--- config.mk ---
export PLATFORM = sky130hd
export DESIGN_NAME = bounded_stack_engine
export DESIGN_NICKNAME = d
export VERILOG_FILES = /design/src/design/bse_pkg.sv /design/src/design/bounded_stack_engine.sv /design/src/design/bse_ram.sv /design/src/design/bse_ctrl.sv
export VERILOG_INCLUDE_DIRS = /design/src /design/src/design
export SDC_FILE = /design/constraint.sdc
export NUM_CORES = 1
export LEC_CHECK = 0
export BUFFER_PORTS_ARGS = -buffer_cell sky130_fd_sc_hd__buf_2
export CORE_ASPECT_RATIO = 0.6
export CORE_MARGIN = 2
export CORE_UTILIZATION = 50
export CTS_CLUSTER_DIAMETER = 150
export DETAILED_ROUTE_END_ITERATION = 6
export PLACE_DENSITY_LB_ADDON = 0.1
export SYNTH_ARGS = -nofsm -noshare
export SYNTH_HDL_FRONTEND = slang
export SYNTH_SLANG_ARGS = --single-unit
--- constraint.sdc ---
create_clock -name clk_i -period 8.1 [get_ports clk_i]
set_input_delay 0.81 -clock clk_i [delete_from_list [all_inputs] [get_ports clk_i]]
set_output_delay 0.81 -clock clk_i [all_outputs]
set_load 0.1 [all_outputs]
--- src/design/bounded_stack_engine_assert.svh ---
`ifndef BOUNDED_STACK_ENGINE_ASSERT_SVH
`define BOUNDED_STACK_ENGINE_ASSERT_SVH
`ifndef SYNTHESIS
`define BSE_ASSERT(label, prop, msg) \
  label: assert property (@(posedge clk_i) disable iff (!rst_ni) (prop)) else $error(msg);
`define BSE_ASSERT_NEXT(label, ante, cons, msg) \
  label: assert property (@(posedge clk_i) disable iff (!rst_ni) (ante) |=> (cons)) \
    else $error(msg);
`else
`define BSE_ASSERT(label, prop, msg)
`define BSE_ASSERT_NEXT(label, ante, cons, msg)
`endif
`endif

--- src/design/bse_pkg.sv ---
`default_nettype none

package bse_pkg;

  localparam int unsigned DataW  = 32;
  localparam int unsigned FuncW  = 3;
  localparam int unsigned CountW = 5;

  typedef enum logic [FuncW-1:0] {
    FUNC_PUSH   = 3'd0,
    FUNC_POP    = 3'd1,
    FUNC_PEEK   = 3'd2,
    FUNC_CLEAR  = 3'd3,
    FUNC_REMOVE = 3'd4
  } bse_func_e;

  typedef enum logic [1:0] {
    STAT_DONE    = 2'd0,
    STAT_REFUSED = 2'd1,
    STAT_EMPTIED = 2'd2
  } bse_status_e;

  typedef enum logic [1:0] {
    ST_IDLE,
    ST_TOP,
    ST_REMOVE
  } bse_state_e;

  typedef struct packed {
    logic [FuncW-1:0]        func;
    logic signed [DataW-1:0] value;
  } bse_req_t;

  typedef struct packed {
    bse_status_e             status;
    logic signed [DataW-1:0] data;
    logic [CountW-1:0]       count;
    logic                    is_empty;
    logic                    is_full;
  } bse_rsp_t;

endpackage

`default_nettype wire

--- src/design/bounded_stack_engine.sv ---
// Bounded LIFO stack of signed 32-bit words, DEPTH entries deep.
// Input channel (in_valid_i / in_ready_o / in_req_i): one request per transfer,
// func selects push, pop, peek, clear or remove-all-equal-to-value.
// Output channel (out_valid_o / out_ready_i / out_rsp_o): one response per
// request with status, popped or peeked word, count and empty/full flags.
// Push, clear and refused requests land in the output register at the
// accepting edge; pop and peek first pass through ST_TOP for the memory read.
// Remove walks the stored entries through the one read port and the one write
// port of the entry memory, and holds off the input until the walk is done.
// The single-item sequencer takes push and clear at one request per cycle while
// the receiver keeps up, but no new request before a pop or peek read is done.
// A new request is taken only while the sequencer is idle and the output
// register is empty or being drained in the same cycle; a stalled receiver
// therefore holds off the input channel.
// Reset empties the stack at once; memory contents are left as they are and
// only entries below the fill count are ever used.
`default_nettype none

`include "bounded_stack_engine_assert.svh"

module bounded_stack_engine #(
  parameter int unsigned DEPTH = 16
) (
  input  wire logic              clk_i,
  input  wire logic              rst_ni,
  input  wire logic              in_valid_i,
  output logic                   in_ready_o,
  input  wire bse_pkg::bse_req_t in_req_i,
  output logic                   out_valid_o,
  input  wire logic              out_ready_i,
  output bse_pkg::bse_rsp_t      out_rsp_o
);

  localparam int unsigned AW = $clog2(DEPTH);

  logic                      slot_free;
  logic                      res_valid;
  bse_pkg::bse_rsp_t         res;
  logic                      mem_we;
  logic [AW-1:0]             mem_waddr;
  logic [bse_pkg::DataW-1:0] mem_wdata;
  logic [AW-1:0]             mem_raddr;
  logic [bse_pkg::DataW-1:0] mem_rdata;

  logic              out_valid_q, out_valid_d;
  bse_pkg::bse_rsp_t out_rsp_q;

  assign slot_free = !out_valid_q || out_ready_i;

  bse_ctrl #(
    .DEPTH(DEPTH)
  ) u_ctrl (
    .clk_i      (clk_i),
    .rst_ni     (rst_ni),
    .in_valid_i (in_valid_i),
    .in_ready_o (in_ready_o),
    .in_req_i   (in_req_i),
    .slot_free_i(slot_free),
    .res_valid_o(res_valid),
    .res_o      (res),
    .mem_we_o   (mem_we),
    .mem_waddr_o(mem_waddr),
    .mem_wdata_o(mem_wdata),
    .mem_raddr_o(mem_raddr),
    .mem_rdata_i(mem_rdata)
  );

  bse_ram #(
    .Width(bse_pkg::DataW),
    .Depth(DEPTH)
  ) u_entries (
    .clk_i  (clk_i),
    .we_i   (mem_we),
    .waddr_i(mem_waddr),
    .wdata_i(mem_wdata),
    .raddr_i(mem_raddr),
    .rdata_o(mem_rdata)
  );

  always_comb begin
    out_valid_d = out_valid_q;
    if (res_valid) begin
      out_valid_d = 1'b1;
    end else if (out_ready_i) begin
      out_valid_d = 1'b0;
    end
  end

  always_ff @(posedge clk_i or negedge rst_ni) begin
    if (!rst_ni) begin
      out_valid_q <= 1'b0;
    end else begin
      out_valid_q <= out_valid_d;
    end
  end

  always_ff @(posedge clk_i) begin
    if (res_valid) begin
      out_rsp_q <= res;
    end
  end

  assign out_valid_o = out_valid_q;
  assign out_rsp_o   = out_rsp_q;

  `BSE_ASSERT(a_no_overwrite, !res_valid || slot_free,
              "response overwrites a pending transfer")
  `BSE_ASSERT_NEXT(a_held_on_stall, out_valid_q && !out_ready_i,
                   out_valid_q && $stable(out_rsp_q), "pending response dropped or changed")

endmodule

`default_nettype wire

--- src/design/bse_ram.sv ---
`default_nettype none

module bse_ram #(
  parameter int unsigned Width = 32,
  parameter int unsigned Depth = 16
) (
  input  wire logic                     clk_i,
  input  wire logic                     we_i,
  input  wire logic [$clog2(Depth)-1:0] waddr_i,
  input  wire logic [Width-1:0]         wdata_i,
  input  wire logic [$clog2(Depth)-1:0] raddr_i,
  output logic      [Width-1:0]         rdata_o
);

  logic [Width-1:0] mem_q [Depth];
  logic [Width-1:0] rdata_q;

  always_ff @(posedge clk_i) begin
    if (we_i) begin
      mem_q[waddr_i] <= wdata_i;
    end
    rdata_q <= mem_q[raddr_i];
  end

  assign rdata_o = rdata_q;

endmodule

`default_nettype wire

--- src/design/bse_ctrl.sv ---
`default_nettype none

`include "bounded_stack_engine_assert.svh"

module bse_ctrl #(
  parameter int unsigned DEPTH = 16
) (
  input  wire logic                             clk_i,
  input  wire logic                             rst_ni,
  input  wire logic                             in_valid_i,
  output logic                                  in_ready_o,
  input  wire bse_pkg::bse_req_t                in_req_i,
  input  wire logic                             slot_free_i,
  output logic                                  res_valid_o,
  output bse_pkg::bse_rsp_t                     res_o,
  output logic                                  mem_we_o,
  output logic [$clog2(DEPTH)-1:0]              mem_waddr_o,
  output logic [bse_pkg::DataW-1:0]             mem_wdata_o,
  output logic [$clog2(DEPTH)-1:0]              mem_raddr_o,
  input  wire logic [bse_pkg::DataW-1:0]        mem_rdata_i
);

  localparam int unsigned AW   = $clog2(DEPTH);
  localparam int unsigned CW   = $clog2(DEPTH + 1);
  localparam int unsigned CntW = bse_pkg::CountW;

  bse_pkg::bse_state_e state_q, state_d;
  logic [CW-1:0] fill_q, fill_d;
  logic [CW-1:0] rd_ptr_q, rd_ptr_d;
  logic [CW-1:0] kept_q, kept_d;
  logic          rm_vld_q, rm_vld_d;
  logic signed [bse_pkg::DataW-1:0] value_q, value_d;

  logic          accept;
  logic          empty;
  logic          full;
  logic [CW-1:0] top_idx;
  logic          walk_done;
  bse_pkg::bse_status_e res_status;
  logic signed [bse_pkg::DataW-1:0] res_data;

  assign in_ready_o = (state_q == bse_pkg::ST_IDLE) && slot_free_i;
  assign accept     = in_valid_i && in_ready_o;
  assign empty      = (fill_q == '0);
  assign full       = (fill_q == CW'(DEPTH));
  assign top_idx    = fill_q - CW'(1);
  assign walk_done  = (rd_ptr_q == fill_q) && !rm_vld_q;

  always_comb begin
    state_d = state_q;
    unique case (state_q)
      bse_pkg::ST_IDLE: begin
        if (accept && !empty) begin
          unique case (in_req_i.func) inside
            bse_pkg::FUNC_POP, bse_pkg::FUNC_PEEK: state_d = bse_pkg::ST_TOP;
            bse_pkg::FUNC_REMOVE:                  state_d = bse_pkg::ST_REMOVE;
            default:                               state_d = bse_pkg::ST_IDLE;
          endcase
        end
      end
      bse_pkg::ST_TOP: state_d = bse_pkg::ST_IDLE;
      bse_pkg::ST_REMOVE: begin
        if (walk_done) begin
          state_d = bse_pkg::ST_IDLE;
        end
      end
      default: state_d = bse_pkg::ST_IDLE;
    endcase
  end

  always_comb begin
    fill_d      = fill_q;
    rd_ptr_d    = rd_ptr_q;
    kept_d      = kept_q;
    rm_vld_d    = 1'b0;
    value_d     = value_q;
    mem_we_o    = 1'b0;
    mem_waddr_o = fill_q[AW-1:0];
    mem_wdata_o = in_req_i.value;
    mem_raddr_o = rd_ptr_q[AW-1:0];
    res_valid_o = 1'b0;
    res_status  = bse_pkg::STAT_REFUSED;
    res_data    = '0;
    unique case (state_q)
      bse_pkg::ST_IDLE: begin
        if (accept) begin
          value_d  = in_req_i.value;
          rd_ptr_d = '0;
          kept_d   = '0;
          unique case (in_req_i.func)
            bse_pkg::FUNC_PUSH: begin
              res_valid_o = 1'b1;
              if (!full) begin
                mem_we_o   = 1'b1;
                fill_d     = fill_q + CW'(1);
                res_status = bse_pkg::STAT_DONE;
              end
            end
            bse_pkg::FUNC_POP: begin
              mem_raddr_o = top_idx[AW-1:0];
              if (empty) begin
                res_valid_o = 1'b1;
              end else begin
                fill_d = top_idx;
              end
            end
            bse_pkg::FUNC_PEEK: begin
              mem_raddr_o = top_idx[AW-1:0];
              res_valid_o = empty;
            end
            bse_pkg::FUNC_CLEAR: begin
              res_valid_o = 1'b1;
              if (!empty) begin
                fill_d     = '0;
                res_status = bse_pkg::STAT_DONE;
              end
            end
            bse_pkg::FUNC_REMOVE: res_valid_o = empty;
            default:              res_valid_o = 1'b1;
          endcase
        end
      end
      bse_pkg::ST_TOP: begin
        res_valid_o = 1'b1;
        res_status  = bse_pkg::STAT_DONE;
        res_data    = mem_rdata_i;
      end
      bse_pkg::ST_REMOVE: begin
        if (rd_ptr_q != fill_q) begin
          rd_ptr_d = rd_ptr_q + CW'(1);
          rm_vld_d = 1'b1;
        end
        // keep survivors, packing them down toward the bottom
        if (rm_vld_q && (mem_rdata_i != value_q)) begin
          mem_we_o    = 1'b1;
          mem_waddr_o = kept_q[AW-1:0];
          mem_wdata_o = mem_rdata_i;
          kept_d      = kept_q + CW'(1);
        end
        if (walk_done) begin
          fill_d      = kept_q;
          res_valid_o = 1'b1;
          res_status  = (kept_q == '0) ? bse_pkg::STAT_EMPTIED : bse_pkg::STAT_DONE;
        end
      end
      default: ;
    endcase
  end

  always_comb begin
    res_o.status   = res_status;
    res_o.data     = res_data;
    res_o.count    = CntW'(fill_d);
    res_o.is_empty = (fill_d == '0);
    res_o.is_full  = (fill_d == CW'(DEPTH));
  end

  always_ff @(posedge clk_i or negedge rst_ni) begin
    if (!rst_ni) begin
      state_q  <= bse_pkg::ST_IDLE;
      fill_q   <= '0;
      rd_ptr_q <= '0;
      kept_q   <= '0;
      rm_vld_q <= 1'b0;
    end else begin
      state_q  <= state_d;
      fill_q   <= fill_d;
      rd_ptr_q <= rd_ptr_d;
      kept_q   <= kept_d;
      rm_vld_q <= rm_vld_d;
    end
  end

  always_ff @(posedge clk_i) begin
    value_q <= value_d;
  end

  `BSE_ASSERT(a_fill_bound, fill_q <= CW'(DEPTH), "fill count beyond depth")
  `BSE_ASSERT(a_compact_behind,
              (state_q != bse_pkg::ST_REMOVE) || (kept_q <= rd_ptr_q),
              "compaction write ahead of read pointer")
  `BSE_ASSERT_NEXT(a_remove_shrinks, state_q == bse_pkg::ST_REMOVE,
                   fill_q <= $past(fill_q), "removal grew the stack")
  `BSE_ASSERT_NEXT(a_pop_decrements,
                   accept && (in_req_i.func == bse_pkg::FUNC_POP) && !empty,
                   fill_q == $past(top_idx), "pop did not drop one entry")

endmodule

`default_nettype wire
==> results of run 1 <==
## metrics by stage
stage | hold slack, ns | area (µm²) | cells | utilization (%)
2_1_floorplan | 0.468 | 26800 | 1801 | -
3_3_place_gp | 0.510 | 28000 | 2473 | 53.1
3_5_place_dp | 0.508 | 28000 | 2473 | 53.1
4_1_cts | 0.162 | 29800 | 2580 | 56.5
5_1_grt | 0.182 | 29800 | 2580 | 56.5
6_report | 0.158 | 29800 | 2581 | 56.5
## worst paths after layout
kind,start,to,cells after the start
worst max register to register,u_ctrl.state_q[1],u_entries.rdata_o[26],9
worst min-delay path,rst_ni,u_ctrl.rd_ptr_q[2],1
min in group clk_i,in_req_i[25],u_ctrl.value_q[25],1
worst max-delay path,u_ctrl.state_q[1],u_entries.rdata_o[26],9
worst min register to register,u_ctrl.kept_q[4],u_ctrl.kept_q[4],1
max in group asynchronous,rst_ni,u_ctrl.fill_q[0],1
## critical path, delay by kind of cell (launching register included)
family	cells	cell delay, ns
AO/OA/AOI/OAI	5	1.47
buffers and inverters	3	1.93
flip-flops	1	0.52
AND/OR/NAND/NOR	1	0.46
## kinds of logic after synthesis
family / Yosys count
buffers and inverters: 292
adders and majority gates: 5
and+or+nand+nor: 177
xor gates and xnor gates: 44
DFF: 636
AOI/OAI and AO/OA: 537
muxes: 110
## final cells by class
class,count,share of cell area [%]
clock inverter,23,0.634
antenna,1,0.00840
clock buffer,84,5.43
sequential,636,62.7
inverter,141,1.78
timing repair buffer,120,2.43
multi-input combinational,873,24.0
tap,703,2.95
## registers in the layout, summed over array words and instances, names as in the netlist
register,count
u_entries.mem_q,512
out_rsp_o,41
u_ctrl.value_q,32
u_entries.rdata_o,32
u_ctrl.fill_q,5
u_ctrl.kept_q,5
u_ctrl.rd_ptr_q,5
u_ctrl.state_q,2
out_valid_o,1
u_ctrl.rm_vld_q,1
## per-layer routing
metal	part of all wire (%)	GRT usage, %
met1	46	42.1
met2	43	38.1
met3	9.4	6.18
met4	1.9	5.79
met5	0	0
## power by group through the flow
stage	logic, mW	clock network (mW)	registers, mW
after global routing	3.14	2.83	4.11
after global placement	2.92	0	4.14
after CTS	2.94	2.69	4.08
final	2.97	2.65	4.08
after floorplan	1.47	0	4.72
after detailed placement	2.94	0	4.15
## layout by cell type (no fill, tap or decap), types with 18 or more instances in the layout
master | synthesis | layout
nor2_1 | 20 | 18
buf_4 | 1 | 37
buf_2 | 26 | 81
inv_1 | 140 | 140
mux2_2 | 98 | 98
dfxtp_1 | 32 | 32
dfrtp_1 | 19 | 18
and2_1 | 33 | 33
nand2_1 | 21 | 21
clkbuf_16 | 0 | 58
o211a_1 | 64 | 64
xnor2_1 | 41 | 41
o211ai_1 | 352 | 352
clkbuf_1 | 117 | 19
nand4_1 | 40 | 40
a211o_1 | 64 | 64
edfxtp_1 | 585 | 585
==> results_dict.tcl, run 1 <==
set metrics [dict create \
    slowest_stage "buf_4" \
    outcome "finished, final reports clean" \
    syn-num-nets 1845 \
    slowest_delay_ns 0.85 \
    pre_cts_ws_ns 3.25 \
    wirelength_mm 74.3 \
    fin_skew_ns 0.0249 \
    avgRoutedWirePerCell_um 28.8 \
    fin_tns_setup_ns 0 \
    fin_nets 1873 \
    final-max-slew-violation-count 0 \
    hpwl_mm 38.8 \
    drtIter0Drc 2133 \
    hold_viol 0 \
    p_sw_share_pct 37.5 \
    synth_area_per_cell_um2 14.9 \
    die_y_um 183 \
    r2r_slack_ns 3.34 \
    synth_mux_area_share_pct 4.57 \
    combinationalPowerShare_pct 30.7 \
    cts_buffers 57 \
    p_sw_mw 3.64 \
    synth_top_family_by_area "compound AO/OA/AOI/OAI gates" \
    initial_core_util_pct 50.8 \
    first_pass_iters 5 \
    clock_latency_ns 0.61 \
    postCtsHoldBufs 0 \
    num_io_pins 82 \
    synth_common_cells "edfxtp_1, o211ai_1, inv_1" \
    fillers 4215 \
    p_leak_nw 10.2 \
    crit_top_cell "buf_4" \
    syn_inst 1801 \
    ir_drop_v 0.000323 \
    synth_area_leaders "edfxtp_1, o211ai_1, mux2_2" \
    cp_data_required_time_ns 8.50 \
    grt_max_degree 192 \
    drive_gt1_share_pct 18.0 \
    vias 16667 \
    worst-setup-path-type "reg -> reg" \
    critical_path.cell_chain "or2_1, o41ai_4, buf_4, buf_4, o21ai_4, buf_4, a211o_1, o211ai_1, o211ai_1" \
    grt_pass1_wl_mm 109 \
    yosys.area.top_type "edfxtp_1" \
    power.clock.fraction_pct 27.3 \
    h-tree-depth 2 \
    p_per_area_nw_per_um2 326 \
    yosys.area_share.simple_pct 3.85 \
    grt_pass1_vias 15648 \
    ys_warn_count 0 \
    drc 0 \
    synthXorXnorAreaFrac_pct 1.44 \
    cts_resized 0 \
    clockBufferDepth 3 \
    fin_crit_sh_pct 58.8 \
    viasPerCell 6.46 \
    io_buffers 81 \
    synth_fa_ha_area_share_pct 0.234 \
    cp-start-kind "flip-flop" \
    ys.flop_type "edfxtp_1" \
    worstMarginPinSlew_ns 1.15 \
    grt_overflow 0 \
    async_flop_share_pct 2.99 \
    worst_slack_ns 3.34 \
    synthesis.area_um2 26800 \
    yosysUniqueCellTypes 62 \
    rows 65 \
    path_max_fanout 77 \
    setup_viol 0 \
    synth_top_area_share_pct 65.6 \
    cts_root_buffer "clkbuf_16" \
    area_growth_syn_to_layout_pct 11.3 \
    p_int_mw 6.06 \
    p_total_mw 9.70 \
    clock_sinks 636 \
    grt_usage_pct 26.9 \
    clk_pin_slew_ns 0.07 \
    postRouteAntennaNets 0 \
    die_w_um 303 \
    ff_latch_area_um2 18700 \
    fp.dieArea_um2 55500 \
    end_kind "flip-flop" \
    synth_seq_cells 636 \
    cts_setup_buffers 0 \
    drv_cap 0 \
    yosysSeqAreaShare_pct 69.8 \
    rsz0062_at_grt "no" \
    p_seq_share_pct 42.0 \
    coreArea_um2 52700 \
    gp_congestion 0.886 \
    cts_tree "done" \
    fmax_ghz 0.210 \
    multi_input_area_um2 7160 \
    synth.most_common_cell "edfxtp_1" \
    antenna_found_initial 1 \
    layout_min_cycle_time_ns 4.76 \
    critPathArrivalTime_ns 5.16 \
    relSlewSlack_pct 23.0 \
    synth_edf_count 585 \
    synth-compound-area-share_pct 15.9 \
    hold_path_class "in -> async" \
]
Power figures use the tool's default switching activity.
==> inputs of run 2 (changes only) <==
--- a/config.mk
+++ b/config.mk
@@ -6,6 +6,7 @@
 export SDC_FILE = /design/constraint.sdc
 export NUM_CORES = 1
 export LEC_CHECK = 0
+export ABC_AREA = 1
 export BUFFER_PORTS_ARGS = -buffer_cell sky130_fd_sc_hd__buf_2
 export CORE_ASPECT_RATIO = 0.6
 export CORE_MARGIN = 2
==> constraint.sdc (replaced) <==
create_clock -name clk_i -period 4.7 [get_ports clk_i]
set_input_delay 0.47 -clock clk_i [delete_from_list [all_inputs] [get_ports clk_i]]
set_output_delay 0.47 -clock clk_i [all_outputs]
set_load 0.1 [all_outputs]
==> results_dict.tcl, run 2 <==
set metrics [dict create \
    rsz0062_at_grt "no" \
    fin_tns_setup_ns 0 \
    rows 66 \
    clock_latency_ns 0.63 \
    cts_setup_buffers 0 \
    gp_congestion 0.868 \
    end_kind "flip-flop" \
    antenna_found_initial 2 \
    place_inst 3436 \
    vias 18801 \
    io_buffers 81 \
    die_y_um 186 \
    first_pass_iters 5 \
    synth.most_common_cell "nand2_1" \
    synth_common_cells "nand2_1, edfxtp_1, inv_1" \
    regMostFlops "u_entries.mem_q" \
    min_path_cells 1 \
    largest_register_ffs 512 \
    avgRoutedWirePerCell_um 21.4 \
    layout_min_cycle_time_ns 4.25 \
    grt_max_degree 129 \
    fin_skew_ns 0.0280 \
    relSlewSlack_pct 27.8 \
    area_growth_syn_to_layout_pct 12.3 \
    crit_family "simple AND/OR/NAND/NOR gates" \
    utilization_pct 57.1 \
    fmax_ghz 0.235 \
    layout_commonest_cell "nand2_1" \
    yosys.area.top_type "edfxtp_1" \
    grt_pass1_vias 17549 \
    r2r-end "u_entries.mem_q[2][1]" \
    async_flop_share_pct 2.99 \
    slowest_stage "nor2_4" \
    h-tree-depth 2 \
    path_max_fanout 32 \
    final_area_um2 31100 \
    drtIter0Drc 2524 \
    clock_sinks 636 \
    cp.depth 12 \
    place_area_um2 29100 \
    worst-setup-path-type "reg -> reg" \
    synth_area_leaders "edfxtp_1, nand2_1, nand3_1" \
    p_int_mw 11.1 \
    yosysSeqAreaShare_pct 67.5 \
    synth_seq_cells 636 \
    cts_tree "done" \
    viasPerCell 5.30 \
    critPathArrivalTime_ns 4.56 \
    drv_cap 0 \
    yosysUniqueCellTypes 33 \
    num_antenna_cells 0 \
    hold_path_class "in -> reg" \
    die_w_um 308 \
    drive_gt1_share_pct 9.74 \
    cp_data_required_time_ns 5.01 \
    synth_area_per_cell_um2 10.3 \
    grt_pass1_wl_mm 113 \
    synth_edf_count 585 \
    combinationalPowerShare_pct 32.7 \
    num_io_pins 82 \
    p_sw_mw 6.88 \
    ys.flop_type "edfxtp_1" \
    synth_top_area_share_pct 63.4 \
    slowest_delay_ns 0.87 \
    clockBufferDepth 3 \
    cts_buffers 59 \
    syn_inst 2687 \
    cp-start-kind "flip-flop" \
    fp.dieArea_um2 57300 \
    synthesis.area_um2 27700 \
    mostFrequentLayoutCells "nand2_1, edfxtp_1, inv_1, nand3_1, buf_2" \
    initial_core_util_pct 50.9 \
    coreArea_um2 54400 \
    crit_path_end "u_entries.mem_q[2][1]" \
    wirelength_mm 76.0 \
    pre_cts_ws_ns 0.533 \
    layoutNonFillerInstCount 3547 \
    fin_crit_sh_pct 90.5 \
    fin_nets 2828 \
    r2r_cells 12 \
    hpwl_mm 46.9 \
    power.clock.fraction_pct 27.8 \
    ys_warn_count 0 \
    outcome "finished, final reports clean" \
    clk_pin_slew_ns 0.07 \
    grt_usage_pct 26.9 \
    grt_overflow 0 \
    startpoint "u_ctrl.value_q[14]" \
    ir_drop_v 0.000382 \
    postRouteAntennaNets 0 \
    worstMarginPinSlew_ns 1.08 \
    r2r_slack_ns 0.45 \
    hold_viol 0 \
    drc 0 \
    crit_buf_inv 1 \
    reg2reg_from "u_ctrl.value_q[14]" \
    critical_path.cell_chain "xnor2_1, nand2_1, nor2_1, nand2_1, nor2_1, nand2_1, nand2_2, nand2_1, nand2_1, nand3_1, nor2_4, buf_4" \
    p_per_area_nw_per_um2 578 \
    p_sw_share_pct 38.3 \
    crit_top_cell "nand2_1" \
    worst_slack_ns 0.448 \
    setup_viol 0 \
    final-max-slew-violation-count 0 \
    p_leak_nw 13.4 \
    syn-num-nets 2731 \
    p_seq_share_pct 39.4 \
    cts_root_buffer "clkbuf_16" \
]
run 2: cells by family (layout without fill, tap and decap cells):
group / count (synthesis) / count (layout) / synth area share (%)
xor gates and xnor gates: 37 / 37 / 1.17
AOI/OAI and AO/OA: 64 / 64 / 1.26
adders and majority gates: 5 / 5 / 0.226
DFF: 636 / 636 / 67.5
buffers and inverters: 639 / 785 / 9.82
and+or+nand+nor: 1306 / 1306 / 20.0
run 2: worst min path at each step:
stage                                    end    startpoint
after detailed placement         out_valid_o        rst_ni
after CTS                 u_ctrl.value_q[20]  in_req_i[20]
after global placement           out_valid_o        rst_ni
after floorplan                  out_valid_o        rst_ni
final                     u_ctrl.value_q[26]  in_req_i[26]
after global routing      u_ctrl.value_q[22]  in_req_i[22]
run 2: routing by layer:
| layer | part of all wire [%] | GRT usage (%) |
|---|---|---|
| met2 | 40 | 36.5 |
| met4 | 1.8 | 6.28 |
| met1 | 47 | 42.4 |
| met5 | 0 | 0 |
| met3 | 11 | 7.43 |
run 2: through the flow:
step	power (mW)	hold WS (ns)
2_1_floorplan	11.3	0.174
3_3_place_gp	13.0	0.431
3_5_place_dp	13.0	0.446
4_1_cts	18.0	0.00543
5_1_grt	18.8	0.0111
6_report	18.0	0.0396
run 2: worst reg2reg max path, cell delays in order (launching register included):
cell	delay (ns)
edfxtp_1	0.40
xnor2_1	0.29
nand2_1	0.18
nor2_1	0.15
nand2_1	0.06
nor2_1	0.31
nand2_1	0.23
nand2_2	0.51
nand2_1	0.12
nand2_1	0.12
nand3_1	0.33
nor2_4	0.87
buf_4	0.37
run 2: layout make-up:
type | instances | area, µm²
Fill cell | 4650 | 23300
Sequential cell | 636 | 18700
Clock buffer | 81 | 1650
Multi-Input combinational cell | 1412 | 6450
Inverter | 523 | 1970
Tap cell | 714 | 893
Timing Repair Buffer | 152 | 1080
Clock inverter | 29 | 352
run 2: timing repair:
item                                   CTS  global route
gates resized for setup                  0             0
endpoints found under the hold margin   19             0
hold buffers                             1             0
run 2: power by group through the flow:
stage	clock, mW	combinational [mW]	sequential [mW]
finish	5.00	5.89	7.09
global placement	0	5.78	7.20
floorplan	0	3.32	7.99
global route	5.29	6.38	7.13
detailed placement	0	5.82	7.20
CTS	5.08	5.84	7.09
